==> src/hdl/pftc_pkg.sv <==
// Shared types and constants of the polygon fan triangulator with culling.
package pftc_pkg;

  localparam int unsigned COORD_W  = 24;
  localparam int unsigned REF_W    = 14;
  localparam int unsigned PAL_W    = 6;
  localparam int unsigned CORNER_W = 12;
  localparam int unsigned THR_W    = 63;
  localparam int unsigned EDGE_W   = COORD_W + 1;
  localparam int unsigned PROD_W   = 2 * EDGE_W;
  localparam int unsigned CROSS_W  = PROD_W + 1;
  localparam int unsigned MAG_W    = 32;
  localparam int unsigned SQ_W     = 2 * MAG_W;
  localparam int unsigned SUM_W    = SQ_W + 2;
  localparam int unsigned QUEUE_AW = 2;

  localparam logic signed [PAL_W-1:0] PAL_FALLBACK = -6'sd1;
  localparam logic [THR_W-1:0]        THR_RESET    = 63'd1;

  typedef enum logic [1:0] {
    OP_VERTEX  = 2'd0,
    OP_FACE    = 2'd1,
    OP_PALETTE = 2'd2
  } op_e;

  typedef enum logic {
    KIND_TRI = 1'b0,
    KIND_ERR = 1'b1
  } kind_e;

  typedef enum logic {
    ERR_RANGE = 1'b0,
    ERR_FULL  = 1'b1
  } err_e;

  typedef struct packed {
    kind_e                    kind;
    err_e                     code;
    logic signed [PAL_W-1:0]  palette;
  } meta_t;

  typedef struct packed {
    logic signed [COORD_W-1:0] x;
    logic signed [COORD_W-1:0] y;
    logic signed [COORD_W-1:0] z;
  } vertex_t;

  typedef enum logic [3:0] {
    B_IDLE,
    B_RDA,
    B_RDB,
    B_RDC,
    B_EDGE,
    B_MUL,
    B_CROSS,
    B_ABS,
    B_SQR,
    B_SUM,
    B_OUT
  } back_state_e;

endpackage

==> src/hdl/pftc_in_if.sv <==
// Directive channel: valid/ready handshake with one mesh directive as payload.
interface pftc_in_if;
  logic                                    valid;
  logic                                    ready;
  logic [1:0]                              opcode;
  logic signed [pftc_pkg::COORD_W-1:0]     pos_x;
  logic signed [pftc_pkg::COORD_W-1:0]     pos_y;
  logic signed [pftc_pkg::COORD_W-1:0]     pos_z;
  logic signed [pftc_pkg::REF_W-1:0]       vertex_ref;
  logic                                    first_of_face;
  logic signed [pftc_pkg::PAL_W-1:0]       palette_in;

  modport source (
    output valid, opcode, pos_x, pos_y, pos_z, vertex_ref, first_of_face, palette_in,
    input  ready
  );
  modport sink (
    input  valid, opcode, pos_x, pos_y, pos_z, vertex_ref, first_of_face, palette_in,
    output ready
  );
endinterface

==> src/hdl/pftc_front.sv <==
// Front end: takes directives, resolves references, tracks fan state and issues commands.
module pftc_front #(
  parameter int unsigned VertexDepth = 4096,
  parameter int unsigned IdxW        = 12,
  parameter int unsigned CmdW        = 44
) (
  input  logic                    clk_i,
  input  logic                    rst_ni,
  pftc_in_if.sink                 dir_i,
  input  logic                    queue_full_i,
  output logic                    push_o,
  output logic [CmdW-1:0]         push_data_o,
  output logic                    wr_en_o,
  output logic [IdxW-1:0]         wr_addr_o,
  output pftc_pkg::vertex_t       wr_data_o
);

  localparam int unsigned CntW = $clog2(VertexDepth + 1);
  localparam int unsigned ResW = ((CntW > pftc_pkg::REF_W) ? CntW : pftc_pkg::REF_W) + 2;

  typedef struct packed {
    logic [IdxW-1:0]     a;
    logic [IdxW-1:0]     b;
    logic [IdxW-1:0]     c;
    pftc_pkg::meta_t     meta;
  } cmd_t;

  logic [CntW-1:0]                      total_q, total_d;
  logic signed [pftc_pkg::PAL_W-1:0]    palette_q, palette_d;
  logic [IdxW-1:0]                      apex_q, apex_d;
  logic [IdxW-1:0]                      prev_q, prev_d;
  logic [1:0]                           corners_q, corners_d;
  logic                                 pending_q, pending_d;
  logic                                 err_q, err_d;

  logic                                 accept;
  logic                                 store_full;
  logic                                 face_pend;
  logic [1:0]                           eff_corners;
  logic signed [ResW-1:0]               ref_s;
  logic signed [ResW-1:0]               tot_s;
  logic signed [ResW-1:0]               res_s;
  logic                                 in_range;
  logic [IdxW-1:0]                      cur;
  cmd_t                                 cmd;

  assign dir_i.ready = err_q || !queue_full_i;
  assign accept      = dir_i.valid && dir_i.ready;

  assign store_full  = (total_q == CntW'(VertexDepth));
  assign face_pend   = pending_q || dir_i.first_of_face;
  assign eff_corners = face_pend ? 2'd0 : corners_q;

  assign ref_s    = ResW'(dir_i.vertex_ref);
  assign tot_s    = ResW'(total_q);
  assign res_s    = ref_s[ResW-1] ? (tot_s + ref_s) : (ref_s - ResW'(1));
  assign in_range = !res_s[ResW-1] && (res_s < tot_s);
  assign cur      = res_s[IdxW-1:0];

  assign wr_en_o   = accept && !err_q && (dir_i.opcode == pftc_pkg::OP_VERTEX) && !store_full;
  assign wr_addr_o = total_q[IdxW-1:0];
  assign wr_data_o = '{x: dir_i.pos_x, y: dir_i.pos_y, z: dir_i.pos_z};

  assign push_data_o = cmd;

  always_comb begin
    total_d   = total_q;
    palette_d = palette_q;
    apex_d    = apex_q;
    prev_d    = prev_q;
    corners_d = corners_q;
    pending_d = pending_q;
    err_d     = err_q;
    push_o    = 1'b0;
    cmd       = '0;
    if (accept && !err_q) begin
      unique case (pftc_pkg::op_e'(dir_i.opcode))
        pftc_pkg::OP_VERTEX: begin
          if (store_full) begin
            push_o         = 1'b1;
            cmd.meta.kind  = pftc_pkg::KIND_ERR;
            cmd.meta.code  = pftc_pkg::ERR_FULL;
            err_d          = 1'b1;
          end else begin
            total_d = total_q + CntW'(1);
          end
        end
        pftc_pkg::OP_PALETTE: begin
          palette_d = dir_i.palette_in[pftc_pkg::PAL_W-1] ? pftc_pkg::PAL_FALLBACK
                                                           : dir_i.palette_in;
        end
        pftc_pkg::OP_FACE: begin
          if (dir_i.vertex_ref == '0) begin
            pending_d = face_pend;
          end else if (!in_range) begin
            push_o        = 1'b1;
            cmd.meta.kind = pftc_pkg::KIND_ERR;
            cmd.meta.code = pftc_pkg::ERR_RANGE;
            err_d         = 1'b1;
          end else begin
            pending_d = 1'b0;
            priority if (eff_corners == 2'd0) begin
              apex_d    = cur;
              corners_d = 2'd1;
            end else if (eff_corners == 2'd1) begin
              prev_d    = cur;
              corners_d = 2'd2;
            end else begin
              push_o           = 1'b1;
              cmd.a            = apex_q;
              cmd.b            = prev_q;
              cmd.c            = cur;
              cmd.meta.kind    = pftc_pkg::KIND_TRI;
              cmd.meta.code    = pftc_pkg::ERR_RANGE;
              cmd.meta.palette = palette_q;
              prev_d           = cur;
            end
          end
        end
        default: begin
        end
      endcase
    end
  end

  always_ff @(posedge clk_i or negedge rst_ni) begin
    if (!rst_ni) begin
      total_q   <= '0;
      palette_q <= pftc_pkg::PAL_FALLBACK;
      apex_q    <= '0;
      prev_q    <= '0;
      corners_q <= '0;
      pending_q <= 1'b0;
      err_q     <= 1'b0;
    end else begin
      total_q   <= total_d;
      palette_q <= palette_d;
      apex_q    <= apex_d;
      prev_q    <= prev_d;
      corners_q <= corners_d;
      pending_q <= pending_d;
      err_q     <= err_d;
    end
  end

endmodule

==> src/flat_wrapper.sv <==
// flat-port wrapper written by rule: the top's interface ports become plain ports
module pftc_front_flat 
#(
  parameter int unsigned VertexDepth = 4096,
  parameter int unsigned IdxW        = 12,
  parameter int unsigned CmdW        = 44
)
  (clk_i, rst_ni, queue_full_i, push_o, push_data_o, wr_en_o, wr_addr_o, wr_data_o, dir_i_valid, dir_i_opcode, dir_i_pos_x, dir_i_pos_y, dir_i_pos_z, dir_i_vertex_ref, dir_i_first_of_face, dir_i_palette_in, dir_i_ready);
  pftc_in_if dir_i_i ();
  input  logic clk_i;
  input  logic rst_ni;
  input  logic queue_full_i;
  output logic push_o;
  output logic [CmdW-1:0] push_data_o;
  output logic wr_en_o;
  output logic [IdxW-1:0] wr_addr_o;
  output pftc_pkg::vertex_t wr_data_o;
  input wire logic [$bits(dir_i_i.valid)-1:0] dir_i_valid;
  input wire logic [$bits(dir_i_i.opcode)-1:0] dir_i_opcode;
  input wire logic [$bits(dir_i_i.pos_x)-1:0] dir_i_pos_x;
  input wire logic [$bits(dir_i_i.pos_y)-1:0] dir_i_pos_y;
  input wire logic [$bits(dir_i_i.pos_z)-1:0] dir_i_pos_z;
  input wire logic [$bits(dir_i_i.vertex_ref)-1:0] dir_i_vertex_ref;
  input wire logic [$bits(dir_i_i.first_of_face)-1:0] dir_i_first_of_face;
  input wire logic [$bits(dir_i_i.palette_in)-1:0] dir_i_palette_in;
  output wire logic [$bits(dir_i_i.ready)-1:0] dir_i_ready;
  assign dir_i_i.valid = dir_i_valid;
  assign dir_i_i.opcode = dir_i_opcode;
  assign dir_i_i.pos_x = dir_i_pos_x;
  assign dir_i_i.pos_y = dir_i_pos_y;
  assign dir_i_i.pos_z = dir_i_pos_z;
  assign dir_i_i.vertex_ref = dir_i_vertex_ref;
  assign dir_i_i.first_of_face = dir_i_first_of_face;
  assign dir_i_i.palette_in = dir_i_palette_in;
  assign dir_i_ready = dir_i_i.ready;
  pftc_front #(.VertexDepth(VertexDepth), .IdxW(IdxW), .CmdW(CmdW)) u_core (.clk_i(clk_i), .rst_ni(rst_ni), .dir_i(dir_i_i), .queue_full_i(queue_full_i), .push_o(push_o), .push_data_o(push_data_o), .wr_en_o(wr_en_o), .wr_addr_o(wr_addr_o), .wr_data_o(wr_data_o));
endmodule
==> config.mk <==
export PLATFORM = sky130hd
export DESIGN_NAME = pftc_front_flat
export DESIGN_NICKNAME = d
export VERILOG_FILES = /design/src/hdl/pftc_pkg.sv /design/src/hdl/pftc_in_if.sv /design/src/hdl/pftc_front.sv /design/src/flat_wrapper.sv
export SDC_FILE = /design/constraint.sdc
export NUM_CORES = 1
export LEC_CHECK = 0
export ABC_AREA = 1
export ABC_CLOCK_PERIOD_IN_PS = 4600
export BUFFER_PORTS_ARGS = -buffer_cell sky130_fd_sc_hd__buf_2
export CAP_MARGIN = 20
export CORE_ASPECT_RATIO = 1.25
export CORE_MARGIN = 2
export CORE_UTILIZATION = 41
export DETAILED_ROUTE_END_ITERATION = 12
export GPL_TIMING_DRIVEN = 1
export PLACE_DENSITY = 0.77
export SLEW_MARGIN = 20
export SYNTH_ARGS = -nofsm -noshare
export SYNTH_HDL_FRONTEND = slang
export SYNTH_SLANG_ARGS = --single-unit
==> constraint.sdc <==
create_clock -name clk_i -period 4.6 [get_ports clk_i]
set_input_delay 0.92 -clock clk_i [delete_from_list [all_inputs] [get_ports clk_i]]
set_output_delay 0.92 -clock clk_i [all_outputs]
set_load 0.01 [all_outputs]
# Yosys cells after proc, flatten, opt, wreduce, memory -nomap -nowiden
# Cells that the tools add are included.
# op_classes
add_sub_neg	3
order_cmp	1
n_eq_ne	7
muxes	29
bitwise	3
reduce_logical	24
# op_table
op	count
$mux W44	4
$mux W36	2
$reduce_and A5 Y1	4
$mux W6	3
$lt A16 B14 Y1	1
$mux W16	1
$add A14 B14 Y15	1
$sub A14 B2 Y15 const B	1
$logic_not A14 Y1	1
$add A13 B1 Y13 const B	1
$eq A13 B13 Y1 const B	1
$mux W1	11
$mux W2	5
$reduce_and A3 Y1	2
$reduce_bool A2 Y1	3
$logic_and A1 B1 Y1	5
$eq A2 B1 Y1 const B	2
$logic_not A1 Y1	4
$logic_not A2 Y1	2
$ne A2 B2 Y1 const B	2
$pmux W1 S2	2
$pmux W2 S2	1
$not A1 Y1	3
$eq A2 B2 Y1 const B	1
3 further kinds	4
# word_totals
ff_bits	47
in_bits	99
out_inout_bits	131
word_cells	74

# Longest topological paths before layout
# depth
ltp_word	9
ltp_mapped	22
depth_no_buf	21

# Worst setup path after synthesis
# No wires, ideal clock.
# synth_path
path_type	input to output
startpoint	input port dir_i_vertex_ref[13]
endpoint	output port push_data_o[10]
arrival_time_ns	3.675
setup_slack_ns	0.005
cell_stages	20
cell_sequence	clkbuf_1 > nand2_1 > ha_1 > fa_1 > nand2_1 > nand2_1 > nand3b_1 > nand2_1 > inv_1 > o21bai_1 > a21oi_1 > xor2_1 > ha_1 > a21boi_0 > nand3_1 > nand3_2 > inv_4 > nand3_4 > buf_6 > nor2_1
# synth_via
elab_chain_len	8
word_cells_on_any_way	13
# synth_rtl
item	line_no	rtl
start: declaration	flat_wrapper.sv:23	input wire logic [$bits(dir_i_i.vertex_ref)-1:0] dir_i_vertex_ref;
$sub A14 B2 Y15 / $add A14 B14 Y15 (equally long branches)	pftc_front.sv:56	assign res_s = ref_s[ResW-1] ? (tot_s + ref_s) : (ref_s - ResW'(1));
$mux W16	pftc_front.sv:56	
$lt A16 B14 Y1 / $logic_not A1 Y1 (equally long branches)	pftc_front.sv:57	assign in_range = !res_s[ResW-1] && (res_s < tot_s);
$logic_and A1 B1 Y1	pftc_front.sv:57	
$mux W36	pftc_front.sv:95	end else if (!in_range) begin
$mux W44 *	pftc_front.sv:93	if (dir_i.vertex_ref == '0) begin
$mux W36 *	pftc_front.sv:77	unique case (pftc_pkg::op_e'(dir_i.opcode))
$mux W44 *	pftc_front.sv:76	if (accept && !err_q) begin
end: declaration	flat_wrapper.sv:14	output logic [CmdW-1:0] push_data_o;
# Every way passes the cells marked *; elsewhere a longest branch is shown, timed or not.

# Final worst setup path
# layout_path
startpoint	input port dir_i_vertex_ref[13]
endpoint	output port push_data_o[30]
# The elaborated chain is that of the path after synthesis.

==> results.md <==
- CTS buffer count: 5
- Wire per inst: 15.3 microns
- Max Slew Vio Count: 0
- Initial DRC Count: 220
- Clk slew on worst S/H paths: 60 ps
- Fin nets: 762
- Post-layout util: 50.4%
- WL final: 11,700 microns
- Yosys reg bits: 47
- Post-synth EDFFs: 0
- Setup WS pre-CTS: -180 ps
- Multi-input gate area: 2240 sq um
- CP Max Fanout: 10
- Worst setup path class: input port to output port
- CP endpoint kind: output port
- Final setup fails: 40
- Htree depth: 2
- Required time worst endpoint: 3680 ps
- Routed Antenna Nets: 0
- Top cell type by total area after synthesis: dfrtp_1
- Synth top area cells: dfrtp_1, buf_4, nand2_1, ha_1, inv_1
- Max cap viols: 0
- Sequential area share after synthesis: 28.5%
- # hold bufs at CTS: 0
- Fillers: 909
- Die width: 94.0 microns
- Synth Area per Inst: 7.14 sq um
- DIE HEIGHT: 116 microns
- Via count: 3,803
- Ys flop type: dfrtp_1
- Worst-Margin Slew: 609 ps
- Final min period: 4700 ps
- Metal3 WL: 743 microns
- Overall Global Routing Usage: 20.1%
- Layout cell share with drive strength beyond 1: 36.3%
- Metal-1 WL: 4250 microns
- Worst Setup Start Kind: input port
- Pin count of the biggest net entering global routing: 48
- Root Driver: clkbuf_16
- Yosys warns: 0
- Top sig layer: met4
- Die Footprint: 10,900 sq um
- Peak supply drop: 0.117 mV
- Max Freq: 213 MHz
- Lkg Pwr: 0.00259 uW
- Starting density of the core: 41.7%
- Post-route DRC violation count: 0
- First-pass DRT Iterations: 6
- Worst-Skew Late Latency: 290 ps
- Clock tree buffer depth: 2
- Fin crit share: 102%
- Final clock skew: 6.22 ps
- Buffers on Ports: 85
- Syn Inst Count: 581
- Vias/cell: 4.97
- Detailed placer's ending HPWL: 8240 microns
- Gp weighted congestion: 0.905
- Unrepaired setup endpoints after global routing: yes
- First-pass GRT wire length: 17,200 microns
- Synth cell count leaders: nand2_1, buf_4, inv_1
- Initial antenna violation count: 0
- Net Count, Synth: 708
- Failing checks: setup timing
- Crit path DAT: 3780 ps
- Post-layout worst setup margin: -97.7 ps
- Synth cell types: 35
- Grt ovf: 0
- Core Rows: 41
- # IOs: 230
- Core Footprint: 9950 sq um
- Clock sink count: 47
- FFs w/ async S/R, synth: 100%
- Status: finished, violations left
- Routed met2 length: 5880 microns
- N_diodes: 0
- Most common cell in the netlist: nand2_1
- Post-Syn Area: 4150 sq um
- FF-to-FF setup slack: 1110 ps
- Hold Vio Cnt, Final: 0
- P per Cell Area: 201 nW/um^2
- Worst relative slew slack: 59.4%
- Total area of sequential cells: 1180 sq um
- Area growth from synthesis to layout: 20.9%
- Synth top area share: 24.7%
- Vias in the first global route: 3,671
- Worst hold-check path type: flop to flop
- CTS tree: built
-- placed cells by master, fill, tap and decap left out, types with 2 or more instances in the layout --
| cell | count |
|---|---|
| nor3_1 | 13 |
| nand2_2 | 12 |
| nand3_4 | 2 |
| xor2_1 | 20 |
| nand3_1 | 10 |
| nor2_2 | 20 |
| nand2_4 | 2 |
| and3_1 | 2 |
| a21oi_2 | 7 |
| a21oi_1 | 13 |
| buf_4 | 48 |
| nor2_1 | 56 |
| dfstp_2 | 6 |
| nor2_4 | 3 |
| clkbuf_16 | 6 |
| inv_1 | 83 |
| o21ai_0 | 8 |
| and2_1 | 3 |
| o21ai_1 | 22 |
| nand3_2 | 4 |
| nand4_1 | 6 |
| buf_2 | 82 |
| nand2_1 | 105 |
| nand3b_1 | 2 |
| xor2_2 | 2 |
| ha_1 | 17 |
| o21ai_2 | 4 |
| dfrtp_1 | 41 |
| buf_6 | 7 |
| buf_12 | 3 |
| ha_4 | 9 |
-- worst paths after layout --
kind	from	to	cells after the start
min in group asynchronous	rst_ni	u_core.corners_q[0]	2
min reg2reg	u_core.err_q	u_core.err_q	2
max in group asynchronous	rst_ni	u_core.prev_q[3]	2
min	u_core.err_q	u_core.err_q	2
max reg2reg	u_core.total_q[0]	u_core.prev_q[3]	21
max	dir_i_vertex_ref[13]	push_data_o[30]	21
-- report_power, final --
part | switching (uW) | internal (uW)
Combinational | 134 | 111
Sequential | 0 | 414
Clock | 151 | 201
-- layout make-up --
type | count | share of cell area (%)
Timing Repair Buffer | 142 | 19.3
Clock inverter | 2 | 0.249
Tap cell | 129 | 3.22
Multi-Input combinational cell | 354 | 44.7
Clock buffer | 6 | 2.57
Sequential cell | 47 | 23.6
Inverter | 85 | 6.41
-- worst max-delay path: stages --
cell and delay [ps]:
buf_12 100, nand2_4 50, ha_4 160, fa_2 340
nand2_1 80, nand2_1 60, nand3b_1 100, nand2_2 90
inv_2 90, o21bai_4 80, a21oi_2 180, xor2_1 180
ha_1 270, a21boi_2 170, nand3_2 100, nand3_4 90
inv_4 80, nand3_4 100, bufbuf_16 310, nor2_1 100
buf_2 140
-- cell families after synthesis --
| group | count (synthesis) | synth area share, % |
|---|---|---|
| and+or+nand+nor | 242 | 24.5 |
| adders and majority gates | 28 | 8.62 |
| AOI/OAI and AO/OA | 61 | 8.11 |
| DFF | 47 | 28.5 |
| buffers and inverters | 180 | 25.4 |
| xor gates and xnor gates | 23 | 4.85 |
-- timing repair --
action                                  4_1_cts  5_1_grt
resized for setup                            44       44
cloned                                        3        1
pin swaps                                     7       18
buffers inserted                             13        8
endpoints found under the setup margin       43       44
-- layer usage --
layer	vias to the layer above	track usage [%]
li1	1826	-
met1	1720	20.7
met2	171	35.8
met3	86	3.94
met4	0	14.9
met5	-	0
-- flip-flops by register name, summed over array words and instances, names as in the netlist --
signal and count:
u_core.pending_q 1, u_core.apex_q 12, u_core.palette_q 6, u_core.corners_q 2, u_core.total_q 13, u_core.err_q 1
u_core.prev_q 12
-- per-stage QoR --
stage,hold WS [ps],cell area (sq um),std cells,power (uW),TNS [ps]
floorplan,434,4150,581,587,0
global placement,448,4280,735,602,-1770
detailed placement,452,4280,735,604,-5640
CTS,467,4830,759,988,-113
global route,484,5020,765,1060,-8310
finish,463,5020,765,1010,-2600
(Power assumes the default switching activity.)
