[config.mk]
export PLATFORM = sky130hd
export DESIGN_NAME = pftc_queue
export DESIGN_NICKNAME = d
export VERILOG_FILES = /design/src/hdl/pftc_queue.sv
export SDC_FILE = /design/constraint.sdc
export NUM_CORES = 1
export LEC_CHECK = 0
export ABC_AREA = 1
export BUFFER_PORTS_ARGS = -buffer_cell sky130_fd_sc_hd__buf_2
export CAP_MARGIN = 10
export CORE_MARGIN = 2
export CORE_UTILIZATION = 30
export CTS_CLUSTER_DIAMETER = 30
export DETAILED_ROUTE_END_ITERATION = 8
export PLACE_DENSITY = 0.47
export SLEW_MARGIN = 20
export SYNTH_ARGS = -nofsm -noshare
export SYNTH_HDL_FRONTEND = slang
export SYNTH_SLANG_ARGS = --single-unit
[constraint.sdc]
create_clock -name clk_i -period 1.2 [get_ports clk_i]
set_input_delay 0.3 -clock clk_i [delete_from_list [all_inputs] [get_ports clk_i]]
set_output_delay 0.3 -clock clk_i [all_outputs]
set_load 0.02 [all_outputs]
[src/hdl/pftc_queue.sv]
// Small register queue that carries fan commands from the front end to the back end.
module pftc_queue #(
  parameter int unsigned Width = 8,
  parameter int unsigned AddrW = 2
) (
  input  logic             clk_i,
  input  logic             rst_ni,
  input  logic             push_i,
  input  logic [Width-1:0] push_data_i,
  input  logic             pop_i,
  output logic [Width-1:0] head_o,
  output logic             empty_o,
  output logic             full_o
);

  localparam int unsigned Depth = 2 ** AddrW;

  logic [Width-1:0] entry_q [Depth];
  logic [AddrW-1:0] wptr_q, wptr_d;
  logic [AddrW-1:0] rptr_q, rptr_d;
  logic [AddrW:0]   count_q, count_d;

  assign empty_o = (count_q == '0);
  assign full_o  = (count_q == (AddrW + 1)'(Depth));
  assign head_o  = entry_q[rptr_q];

  always_comb begin
    wptr_d  = wptr_q;
    rptr_d  = rptr_q;
    count_d = count_q;
    if (push_i) begin
      wptr_d = wptr_q + AddrW'(1);
    end
    if (pop_i) begin
      rptr_d = rptr_q + AddrW'(1);
    end
    if (push_i && !pop_i) begin
      count_d = count_q + (AddrW + 1)'(1);
    end else if (pop_i && !push_i) begin
      count_d = count_q - (AddrW + 1)'(1);
    end
  end

  always_ff @(posedge clk_i or negedge rst_ni) begin
    if (!rst_ni) begin
      wptr_q  <= '0;
      rptr_q  <= '0;
      count_q <= '0;
    end else begin
      wptr_q  <= wptr_d;
      rptr_q  <= rptr_d;
      count_q <= count_d;
    end
  end

  always_ff @(posedge clk_i) begin
    if (push_i) begin
      entry_q[wptr_q] <= push_data_i;
    end
  end

endmodule

# Yosys cells after proc, flatten, opt, wreduce, memory -nomap -nowiden
# Memories as Yosys holds them, arrays and structs flattened.
# Cells that the tools add are included.
word_totals:
  n_memories: 1
  mem_bits_rw: 32
  register_bits: 7
  input_bits: 12
mem_list:
  columns: ["name", "depth", "width", "rd", "rd_clocked_by_memory_dff", "wr", "line", "rtl"]
  rows:
  - ["entry_q", 4, 8, 1, 0, 1, "18", "logic [Width-1:0] entry_q [Depth];"]
op_classes:
  n_reduce_logical: 6
  n_mux: 4
  n_addsub: 4
  eq_ne: 1
ops:
  columns: ["op", "count"]
  rows:
  - ["two-way mux 3 bit", 2]
  - ["adder 2 x 1 -> 2 bit (second input constant)", 2]
  - ["adder 3 x 1 -> 3 bit (second input constant)", 1]
  - ["equality test 3 bit (second input constant)", 1]
  - ["zero test 3 bit", 1]
  - ["subtractor 3 x 1 -> 3 bit (second input constant)", 1]
  - ["logical AND 1 bit", 2]
  - ["zero test 1 bit", 2]
  - ["two-way mux 1 bit", 2]
  - ["nonzero test 2 bit", 1]

# Depth between registers and ports, before layout
# Gate-level depths: netlist (run 1).
depth:
  ltp_word: 4
  ltp_mapped: 9
  depth_no_buf: 9

# Worst setup path after synthesis (run 1)
# No wires, ideal clock.
synth_timing:
  kind: "input port to flip-flop"
  startpoint: "input pop_i"
  endpoint: "register count_q[2]"
  t_arrival_ns: 1.133
  stages: 8
  path_slack_ns: -0.050
  n_path_buf: 0
  t_required_ns: 1.083
  path_cell_list: "inv_1 -> ha_1 -> inv_1 -> fa_1 -> nand2_1 -> nand3_1 -> nand2_1 -> nand2_1"
synth_via:
  elab_chain_cells: 3
synth_rtl:
  columns: ["element", "line", "rtl"]
  rows:
  - ["start, declared", "10", "input logic pop_i,"]
  - ["zero test 1 bit", "37", "if (push_i && !pop_i) begin"]
  - ["logical AND 1 bit", "37", null]
  - ["two-way mux 3 bit / nonzero test 2 bit (equally long branches)", null, null]
  - ["end signal, assigned", "52", "count_q <= count_d;"]
  - ["end, declared", "21", "logic [AddrW:0] count_q, count_d;"]
# Several ways; a longest one is shown, not always the timed one.
# A chain may end at the register's enable or synchronous reset.

# Worst setup path after layout (run 1)
layout_timing:
  startpoint: "register rptr_q[0]"
  endpoint: "output head_o[3]"
layout_via:
  elab_chain_cells: 1
layout_rtl:
  columns: ["element", "line", "rtl"]
  rows:
  - ["start, declared", "20", "logic [AddrW-1:0] rptr_q, rptr_d;"]
  - ["start signal, assigned", "51", "rptr_q <= rptr_d;"]
  - ["memory read (4 x 8 bit)", null, null]
  - ["end, declared", "11", "output logic [Width-1:0] head_o,"]
# Every way passes these cells.

==> results of run 1 <==
[layout make-up]
| cell class | instances | area, µm² | area share (%) |
|---|---|---|---|
| Clock buffer | 6 | 72.6 | 3.22 |
| Sequential cell | 39 | 1140 | 50.6 |
| Tap cell | 72 | 90.1 | 3.99 |
| Clock inverter | 2 | 7.51 | 0.333 |
| Multi-Input combinational cell | 68 | 498 | 22.1 |
| Timing Repair Buffer | 43 | 338 | 15.0 |
| Inverter | 28 | 110 | 4.88 |
[state kept, by name, indices dropped and copies added, names as in the netlist]
name and cells:
wptr_q 2, entry_q 32, count_q 3, rptr_q 2
[logic make-up (layout without fill, tap and decap cells)]
group                      count (synthesis)  in the layout  synth area share [%]
AOI/OAI and AO/OA                         17             17                  7.64
xor gates and xnor gates                   4              4                  2.06
adders and majority gates                  6              6                  4.85
buffers and inverters                     34             79                  9.40
DFF                                       39             39                  66.7
and+or+nand+nor                           41             41                  9.40
[how the worst min path moves through the flow]
stage,from,to,slack [ns],cells past startpoint
floorplan,rst_ni,count_q[0]$_DFFE_PN0P_,0.004,0
global placement,rst_ni,rptr_q[0]$_DFFE_PN0P_,0.15,1
detailed placement,rst_ni,rptr_q[0]$_DFFE_PN0P_,0.15,1
CTS,push_data_i[2],entry_q[0][2]$_DFFE_PP_,0.22,1
global route,push_data_i[4],entry_q[3][4]$_DFFE_PP_,0.21,1
finish,push_data_i[1],entry_q[3][1]$_DFFE_PP_,0.23,1
[per-stage QoR]
step	TNS, ns	cells
6_report	-3.69	258
3_5_place_dp	-1.26	242
5_1_grt	-5.29	258
2_1_floorplan	-0.105	141
3_3_place_gp	-1.00	242
4_1_cts	-3.81	255
[layer usage]
| layer | global-route usage, % | vias up | share of wire, % |
|---|---|---|---|
| li1 | - | 555 | - |
| met3 | 3.73 | 4 | 3.0 |
| met1 | 12.8 | 543 | 44 |
| met2 | 19.4 | 18 | 52 |
| met4 | 4.66 | 0 | 1.0 |
| met5 | 0 | - | 0 |
[power by group through the flow]
stage | Sequential [mW] | Clock [mW] | Combinational [mW]
2_1_floorplan | 1.96 | 0 | 1.47
3_5_place_dp | 2.01 | 0 | 2.09
4_1_cts | 1.98 | 0.833 | 2.31
6_report | 2.02 | 0.802 | 2.57
5_1_grt | 2.06 | 0.905 | 2.84
3_3_place_gp | 2.00 | 0 | 2.04
[worst register-to-register path, cell delays in order (launching register included)]
cell     delay [ns]
dfrtp_2        0.44
buf_6          0.13
fa_2           0.40
nand2_2        0.10
nand3_2        0.06
nand2_1        0.06
nand2_1        0.04
[cell usage in the layout (no fill, tap or decap), drive strengths merged, types with 2 or more instances in the layout]
master	Yosys	final
nand2	37	37
dfrtp	7	7
buf	5	42
inv	28	28
clkinv	0	2
nor3	2	2
o211ai	16	16
ha	5	5
edfxtp	32	32
clkbuf	1	6
xor2	3	3
[repair_timing]
| action | in CTS | in global routing |
|---|---|---|
| pin swaps | 4 | 14 |
| buffers inserted | 4 | 3 |
| endpoints found under the setup margin | 27 | 41 |
| hold buffers | 1 | 0 |
| endpoints found under the hold margin | 7 | 0 |
| gates resized for setup | 10 | 33 |
==> flow_metrics.py, run 1 <==
metrics = {
    "status": {
        "outcome": "complete, but fails checks",
        "violations": "setup timing",
    },
    "worst_setup_path": {
        "worstPathMaxFanout": 32,
        "crit_chain": "buf_12 -> o211ai_1 -> nand2_2 -> buf_2",
        "start_kind": "flip-flop",
        "crit_buf_inv": 2,
        "crit_type": "reg2out",
        "cp.required_ns": 0.90,
        "rrSetupSlack_ns": -0.12,
        "cp.depth": 4,
        "critical_path.startpoint": "rptr_q[0]$_DFFE_PN0P_",
        "slowest_delay_ns": 0.41,
        "crit_slowest_cell": "dfrtp_1",
        "rr_startpoint": "count_q[0]$_DFFE_PN0P_",
        "r2r_end": "count_q[2]$_DFFE_PN0P_",
        "crit_arrival_ns": 1.32,
        "critPathCapture": "head_o[3]",
        "end_kind": "primary output",
        "cpLargestDelayFamily": "flip-flops",
        "worstRegToRegCells": 6,
    },
    "pwr": {
        "pwr-share-comb_pct": 47.7,
        "leakagePower_nw": 0.959,
        "power_switching_mw": 2.03,
        "total_power_mw": 5.40,
        "peakVddDrop_v": 0.000973,
        "powerDensity_nw_per_um2": 2390,
        "pwr-share-clk_pct": 14.9,
        "power_switching_share_pct": 37.6,
        "internal_power_mw": 3.37,
        "seqPwrFrac_pct": 37.5,
    },
    "synth": {
        "synth_async_sr_flop_share_pct": 17.9,
        "synth_cell_type_count": 18,
        "synth_cells": 141,
        "synth_ff_type": "edfxtp_1",
        "syn_area_um2": 1700,
        "synth_area_per_cell_um2": 12.1,
        "synth_most_common_cell": "nand2_1",
        "synth_area_leader_cell": "edfxtp_1",
        "synth_warnings": 0,
        "synth_top_cell_area_share_pct": 56.4,
        "synth_edf_count": 32,
        "yosysSeqAreaShare_pct": 66.7,
        "netlist_top_cells_count": "37 x nand2_1, 32 x edfxtp_1, 27 x inv_1",
        "synth_fp_nets": 159,
        "synth-seq-cells": 39,
        "ys_top_cells_by_area": "edfxtp_1 56%, dfrtp_1 10%, nand2_1 8.1%",
    },
    "route": {
        "ant_nets": 0,
        "vias": 1120,
        "drc_errors": 0,
        "first_pass_iters": 4,
        "routed_wl_um": 3180,
        "wl_per_cell_um": 12.3,
        "drtIter0Drc": 54,
        "viasPerCell": 4.34,
    },
    "global_routing": {
        "grt_pass1_wl_um": 5180,
        "antenna_found_initial": 0,
        "grt_pass1_vias": 1115,
        "grt-ovfl-total": 0,
        "grt_max_degree": 33,
        "grt_usage_pct": 11.3,
    },
    "clocking": {
        "clock-root-buffer": "clkbuf_8",
        "cts_num_sinks": 39,
        "cts_tree": "built",
        "cts_buffer_depth": 2,
        "cts_buffers": 5,
        "clk_pin_slew_worst_paths_ns": 0.08,
        "clkLatencyLatePin_ns": 0.28,
        "cts_max_level": 2,
    },
    "place": {
        "hpwlAfterDp_um": 2210,
        "placed_cell_area_um2": 1980,
        "pre_cts_ws_ns": -0.206,
        "io_buffers": 21,
        "gp_congestion": 0.735,
    },
    "floorplan": {
        "initial_core_util_pct": 30.9,
        "die_area_um2": 6300,
        "die_h_um": 79.4,
        "ios": 22,
        "core_um2": 5510,
        "die_w_um": 79.4,
        "row_count": 27,
    },
    "timing": {
        "setup_viol": 12,
        "fin_worst_skew_ns": 0.0108,
        "finalMaxSlewViolations": 0,
        "worst_slack_ns": -0.421,
        "fin_crit_ns": 1.62,
        "rsz0062_at_grt": "yes",
        "slew_headroom_pct": 84.3,
        "finalHoldViolations": 0,
        "worstMarginPinSlew_ns": 0.236,
        "max_freq_mhz": 617,
        "post-route-period-util_pct": 135,
        "whs_ns": 0.233,
    },
    "layout": {
        "final_nets": 203,
        "area_delta_synth_final_pct": 32.5,
        "drive_gt1_share_pct": 43.5,
        "antenna_cells": 0,
        "fillers": 541,
        "post-route-util_pct": 41.0,
        "design_area_um2": 2260,
    },
    "min_path": {
        "hp-class": "in2reg",
    },
    "job": {
        "maxCapViolCount": 0,
    },
}
Note: power is estimated with default switching activity, not from simulation.
==> inputs of run 2 (changes only) <==
--- a/config.mk
+++ b/config.mk
@@ -5,10 +5,8 @@
 export SDC_FILE = /design/constraint.sdc
 export NUM_CORES = 1
 export LEC_CHECK = 0
-export ABC_AREA = 1
 export BUFFER_PORTS_ARGS = -buffer_cell sky130_fd_sc_hd__buf_2
 export CAP_MARGIN = 10
-export CORE_MARGIN = 2
 export CORE_UTILIZATION = 30
 export CTS_CLUSTER_DIAMETER = 30
 export DETAILED_ROUTE_END_ITERATION = 8
==> run 2 against run 1 <==
The flow still finishes with violations (setup timing). Count of clock-buffer cells in the layout down 1. Critical endpoint is now head_o[7]. Non-clock buffer count down 1. Die area down 13%. Via count down 29%. Wire length down 18%. Maximum frequency down 9.3%. Worst hold slack worse by 0.0073 ns. Synthesized area down 9.2%. Highest routed layer unchanged. Global-route usage down 0.32 points.
==> flow_metrics.py, run 2 <==
metrics = {
    "timing": {
        "max_freq_mhz": 560,
        "post-route-period-util_pct": 149,
        "fin_crit_ns": 1.79,
        "worstMarginPinSlew_ns": 0.163,
        "finalHoldViolations": 0,
        "finalMaxSlewViolations": 0,
        "rsz0062_at_grt": "yes",
        "slew_headroom_pct": 89.2,
        "fin_worst_skew_ns": 0.00330,
        "tns_ns": -5.31,
        "setup_viol": 17,
        "worst_slack_ns": -0.587,
    },
    "worst_setup_path": {
        "end_kind": "primary output",
        "crit_type": "reg2out",
        "slowest_delay_ns": 0.50,
        "start_kind": "flip-flop",
        "cp.required_ns": 0.90,
        "crit_arrival_ns": 1.49,
        "crit_slowest_cell": "mux4_2",
        "crit_chain": "buf_12 -> mux4_2 -> buf_2",
        "worstPathMaxFanout": 9,
    },
    "synth": {
        "synth_warnings": 0,
        "syn_area_um2": 1550,
        "synth_fp_nets": 94,
        "ys_top_cells_by_area": "edfxtp_1 62%, mux4_2 12%, dfrtp_1 11%",
        "yosysSeqAreaShare_pct": 73.4,
        "synth_cell_type_count": 17,
        "synth_area_per_cell_um2": 20.4,
        "synth_area_leader_cell": "edfxtp_1",
        "netlist_top_cells_count": "32 x edfxtp_1, 8 x mux4_2, 7 x dfrtp_1",
        "synth_ff_type": "edfxtp_1",
        "synth_edf_count": 32,
        "synth_top_cell_area_share_pct": 62.1,
        "synth_cells": 76,
        "synth-seq-cells": 39,
        "synth_async_sr_flop_share_pct": 17.9,
        "synth_most_common_cell": "edfxtp_1",
    },
    "global_routing": {
        "grt_pass1_wl_um": 3970,
        "antenna_found_initial": 0,
        "grt-ovfl-total": 0,
        "grt_max_degree": 12,
        "grt_pass1_vias": 808,
        "grt_usage_pct": 10.9,
    },
    "place": {
        "gp_congestion": 0.694,
        "place_inst": 176,
        "io_buffers": 21,
        "hpwlAfterDp_um": 1810,
        "pre_cts_ws_ns": -0.332,
        "placed_cell_area_um2": 1890,
    },
    "route": {
        "first_pass_iters": 2,
        "vias": 791,
        "drc_errors": 0,
        "wl_per_cell_um": 13.8,
        "viasPerCell": 4.16,
        "routed_wl_um": 2610,
        "drtIter0Drc": 28,
        "ant_nets": 0,
    },
    "clocking": {
        "cts_tree": "built",
        "cts_buffers": 5,
        "clkLatencyLatePin_ns": 0.29,
        "clock-root-buffer": "clkbuf_8",
        "clk_pin_slew_worst_paths_ns": 0.07,
        "cts_num_sinks": 39,
        "cts_max_level": 2,
        "cts_buffer_depth": 2,
    },
    "pwr": {
        "peakVddDrop_v": 0.000788,
        "total_power_mw": 4.87,
        "power_switching_mw": 1.54,
        "pwr-share-clk_pct": 16.7,
        "pwr-share-comb_pct": 43.1,
        "powerDensity_nw_per_um2": 2340,
        "seqPwrFrac_pct": 40.2,
        "leakagePower_nw": 0.793,
        "power_switching_share_pct": 31.6,
        "internal_power_mw": 3.34,
    },
    "floorplan": {
        "die_area_um2": 5450,
        "ios": 22,
        "die_w_um": 73.8,
        "core_um2": 4850,
        "initial_core_util_pct": 31.9,
        "row_count": 25,
        "die_h_um": 73.8,
    },
    "min_path": {
        "hp-class": "in2reg",
    },
    "job": {
        "maxCapViolCount": 0,
    },
    "layout": {
        "layout_commonest_cell": "edfxtp_1",
        "instances_no_fill": 190,
        "largest_register_ffs": 32,
        "mostFrequentLayoutCells": "32 x edfxtp_1, 18 x buf_2, 15 x buf_4",
        "final_nets": 141,
        "antenna_cells": 0,
        "design_area_um2": 2080,
        "drive_gt1_share_pct": 57.7,
        "area_delta_synth_final_pct": 34.5,
        "top_regs": "entry_q x32, count_q x3",
        "largest_register": "entry_q",
    },
    "status": {
        "violations": "setup timing",
        "outcome": "complete, but fails checks",
    },
}
==> run 2: path summary, 6_finish.rpt <==
check	startpoint	to	slack, ns	depth (start not counted)
max	rptr_q[0]$_DFFE_PN0P_	head_o[7]	-0.59	3
min	push_data_i[1]	entry_q[3][1]$_DFFE_PP_	0.23	1
max reg2reg	count_q[0]$_DFFE_PN0P_	count_q[2]$_DFFE_PN0P_	-0.16	5
min reg2reg	count_q[2]$_DFFE_PN0P_	count_q[2]$_DFFE_PN0P_	0.50	1
max in group asynchronous	rst_ni	wptr_q[0]$_DFFE_PN0P_	0.66	2
min in group asynchronous	rst_ni	count_q[0]$_DFFE_PN0P_	0.37	2
==> run 2: worst max-delay path, delay by kind of cell (launching register included) <==
kind                   cells  cell delay, ns
buffers and inverters      2            0.32
DFF                        1            0.37
muxes                      1            0.50
==> run 2: cell families after synthesis <==
logic type | count (synthesis) | synth area share, %
adders and majority gates | 6 | 5.34
AOI/OAI and AO/OA | 1 | 0.323
DFF | 39 | 73.4
buffers and inverters | 6 | 2.02
xor gates and xnor gates | 6 | 3.40
muxes | 9 | 12.4
and+or+nand+nor | 9 | 3.15
==> run 2: power by group through the flow <==
| stage | Combinational, mW | Sequential (mW) | Clock, mW |
|---|---|---|---|
| 4_1_cts | 2.04 | 1.96 | 0.836 |
| 3_5_place_dp | 1.82 | 1.99 | 0 |
| 6_report | 2.10 | 1.96 | 0.812 |
| 5_1_grt | 2.31 | 1.99 | 0.894 |
| 2_1_floorplan | 1.13 | 1.97 | 0 |
| 3_3_place_gp | 1.79 | 1.97 | 0 |
==> run 2: area by class of cell <==
type,instances,area [µm²]
Fill cell,445,2770
Sequential cell,39,1140
Multi-Input combinational cell,31,444
Timing Repair Buffer,42,312
Tap cell,67,83.8
Clock buffer,5,68.8
Inverter,4,27.5
Clock inverter,2,8.76
==> run 2: what timing repair did <==
item | in CTS | in global routing
setup buffers | 5 | 2
endpoints found under the hold margin | 7 | 0
endpoints found under the setup margin | 36 | 44
pin swaps | 2 | 1
gates resized for setup | 11 | 10
hold buffers | 1 | 0
==> run 2: through the flow <==
step | util (%) | hold slack (ns)
floorplan | - | 0.00441
global placement | 39.0 | 0.145
detailed placement | 39.0 | 0.146
CTS | 42.2 | 0.217
global route | 42.9 | 0.215
finish | 42.9 | 0.226
==> run 2: per-layer routing <==
| metal | GRT usage (%) | vias to the layer above | routed length [µm] |
|---|---|---|---|
| li1 | - | 380 | - |
| met1 | 12.8 | 389 | 1120 |
| met2 | 16.8 | 16 | 1310 |
| met3 | 4.53 | 6 | 120 |
| met4 | 6.41 | 0 | 65 |
| met5 | 0 | - | 0 |
==> inputs of run 3 (changes only) <==
--- a/config.mk
+++ b/config.mk
@@ -11,6 +11,7 @@
 export CTS_CLUSTER_DIAMETER = 30
 export DETAILED_ROUTE_END_ITERATION = 8
 export PLACE_DENSITY = 0.47
+export SKIP_CTS_REPAIR_TIMING = 1
 export SLEW_MARGIN = 20
 export SYNTH_ARGS = -nofsm -noshare
 export SYNTH_HDL_FRONTEND = slang
==> run 3 against run 2 <==
The flow still finishes with violations (setup timing). Cell area is 1.1% lower. Via count is 1.8% lower. Worst hold slack hardly changed. Count of clock-buffer cells in the layout stayed put. Power is 1.5% lower. Flip-flop and latch count stayed put. Largest power group unchanged.
==> flow_metrics.py, run 3 (synthesized netlist as in run 2, its figures left out) <==
metrics = {
    "worst_setup_path": {
        "cp.required_ns": 0.90,
        "end_kind": "primary output",
        "start_kind": "flip-flop",
        "crit_type": "reg2out",
        "slowest_delay_ns": 0.51,
        "worstPathMaxFanout": 10,
        "crit_arrival_ns": 1.50,
        "crit_slowest_cell": "mux4_2",
        "crit_chain": "buf_12 -> mux4_2 -> buf_2",
    },
    "layout": {
        "mostFrequentLayoutCells": "32 x edfxtp_1, 18 x buf_2, 12 x buf_4",
        "layout_commonest_cell": "edfxtp_1",
        "post-route-util_pct": 42.5,
        "antenna_cells": 0,
        "area_delta_synth_final_pct": 33.1,
        "drive_gt1_share_pct": 56.7,
        "fillers": 443,
        "top_regs": "entry_q x32, count_q x3",
        "largest_register": "entry_q",
        "largest_register_ffs": 32,
        "final_nets": 138,
    },
    "floorplan": {
        "die_w_um": 73.8,
        "row_count": 25,
        "die_h_um": 73.8,
        "initial_core_util_pct": 31.9,
        "die_area_um2": 5450,
        "core_um2": 4850,
        "ios": 22,
    },
    "pwr": {
        "peakVddDrop_v": 0.000795,
        "leakagePower_nw": 0.779,
        "powerDensity_nw_per_um2": 2330,
    },
    "clocking": {
        "cts_num_sinks": 39,
        "clock-root-buffer": "clkbuf_8",
        "cts_buffer_depth": 2,
        "cts_max_level": 2,
        "cts_tree": "built",
        "clk_pin_slew_worst_paths_ns": 0.07,
        "cts_buffers": 5,
        "clkLatencyLatePin_ns": 0.29,
    },
    "status": {
        "violations": "setup timing",
        "outcome": "complete, but fails checks",
    },
    "timing": {
        "rsz0062_at_grt": "yes",
        "fin_worst_skew_ns": 0.00306,
        "worst_slack_ns": -0.595,
        "finalHoldViolations": 0,
        "max_freq_mhz": 557,
        "worstMarginPinSlew_ns": 0.164,
        "fin_crit_ns": 1.80,
        "tns_ns": -5.29,
        "whs_ns": 0.225,
        "finalMaxSlewViolations": 0,
        "slew_headroom_pct": 89.0,
        "post-route-period-util_pct": 150,
        "setup_viol": 12,
    },
    "global_routing": {
        "grt_pass1_vias": 795,
        "grt_pass1_wl_um": 3930,
        "grt_max_degree": 12,
        "grt_usage_pct": 10.8,
        "antenna_found_initial": 0,
        "grt-ovfl-total": 0,
    },
    "route": {
        "wl_per_cell_um": 13.8,
        "ant_nets": 0,
        "viasPerCell": 4.16,
        "first_pass_iters": 2,
        "routed_wl_um": 2590,
        "drc_errors": 0,
        "vias": 777,
        "drtIter0Drc": 30,
    },
    "place": {
        "hpwlAfterDp_um": 1810,
        "io_buffers": 21,
        "gp_congestion": 0.694,
    },
    "job": {
        "maxCapViolCount": 0,
    },
    "min_path": {
        "hp-class": "in2reg",
    },
}
[run 3: cell count changes in the layout (fill, tap and decap cells not counted), sizes merged]
| cell | previous run | this run |
|---|---|---|
| buf | 41 | 38 |
[run 3: cell type report]
type	instances	area, µm²	area share [%]
Sequential cell	39	1140	55.2
Multi-Input combinational cell	31	444	21.6
Timing Repair Buffer	39	289	14.0
Tap cell	67	83.8	4.07
Clock buffer	5	68.8	3.34
Inverter	4	27.5	1.34
Clock inverter	2	8.76	0.425
[run 3: report_power, final]
group	internal, mW	total [mW]	switching [mW]	leakage (nW)
combinational	1.07	2.02	0.950	0.363
clock	0.387	0.815	0.429	0.0414
sequential	1.82	1.97	0.148	0.375
[run 3: path summary, 6_finish.rpt]
kind                                        start                       to  slack [ns]  cells past startpoint
hold / removal                     push_data_i[1]  entry_q[3][1]$_DFFE_PP_        0.23                      1
hold reg to reg            count_q[2]$_DFFE_PN0P_   count_q[2]$_DFFE_PN0P_        0.50                      1
max in group asynchronous                  rst_ni    wptr_q[0]$_DFFE_PN0P_        0.66                      2
min in group asynchronous                  rst_ni   count_q[0]$_DFFE_PN0P_        0.37                      2
setup / recovery            rptr_q[0]$_DFFE_PN0P_                head_o[7]       -0.60                      3
setup reg to reg           count_q[1]$_DFFE_PN0P_   count_q[2]$_DFFE_PN0P_       -0.10                      5
[run 3: per-stage QoR]
stage	instances	setup slack [ns]	area, µm²	power [mW]
CTS	183	-0.616	1970	4.62
floorplan	76	-0.154	1590	3.10
global route	187	-0.652	2060	5.11
global placement	176	-0.314	1890	3.76
detailed placement	176	-0.332	1890	3.81
finish	187	-0.595	2060	4.80
[run 3: per-layer routing]
layer / share of wire [%] / up-vias / global-route usage (%)
li1: - / 374 / -
met5: 0 / - / 0
met4: 2.5 / 0 / 6.41
met2: 50 / 16 / 16.5
met3: 4.6 / 6 / 4.53
met1: 43 / 381 / 12.7
[run 3: critical path, delay by kind of cell (launching register included)]
family,cells,cell delay (ns)
DFF,1,0.37
buffers and inverters,2,0.33
muxes,1,0.51
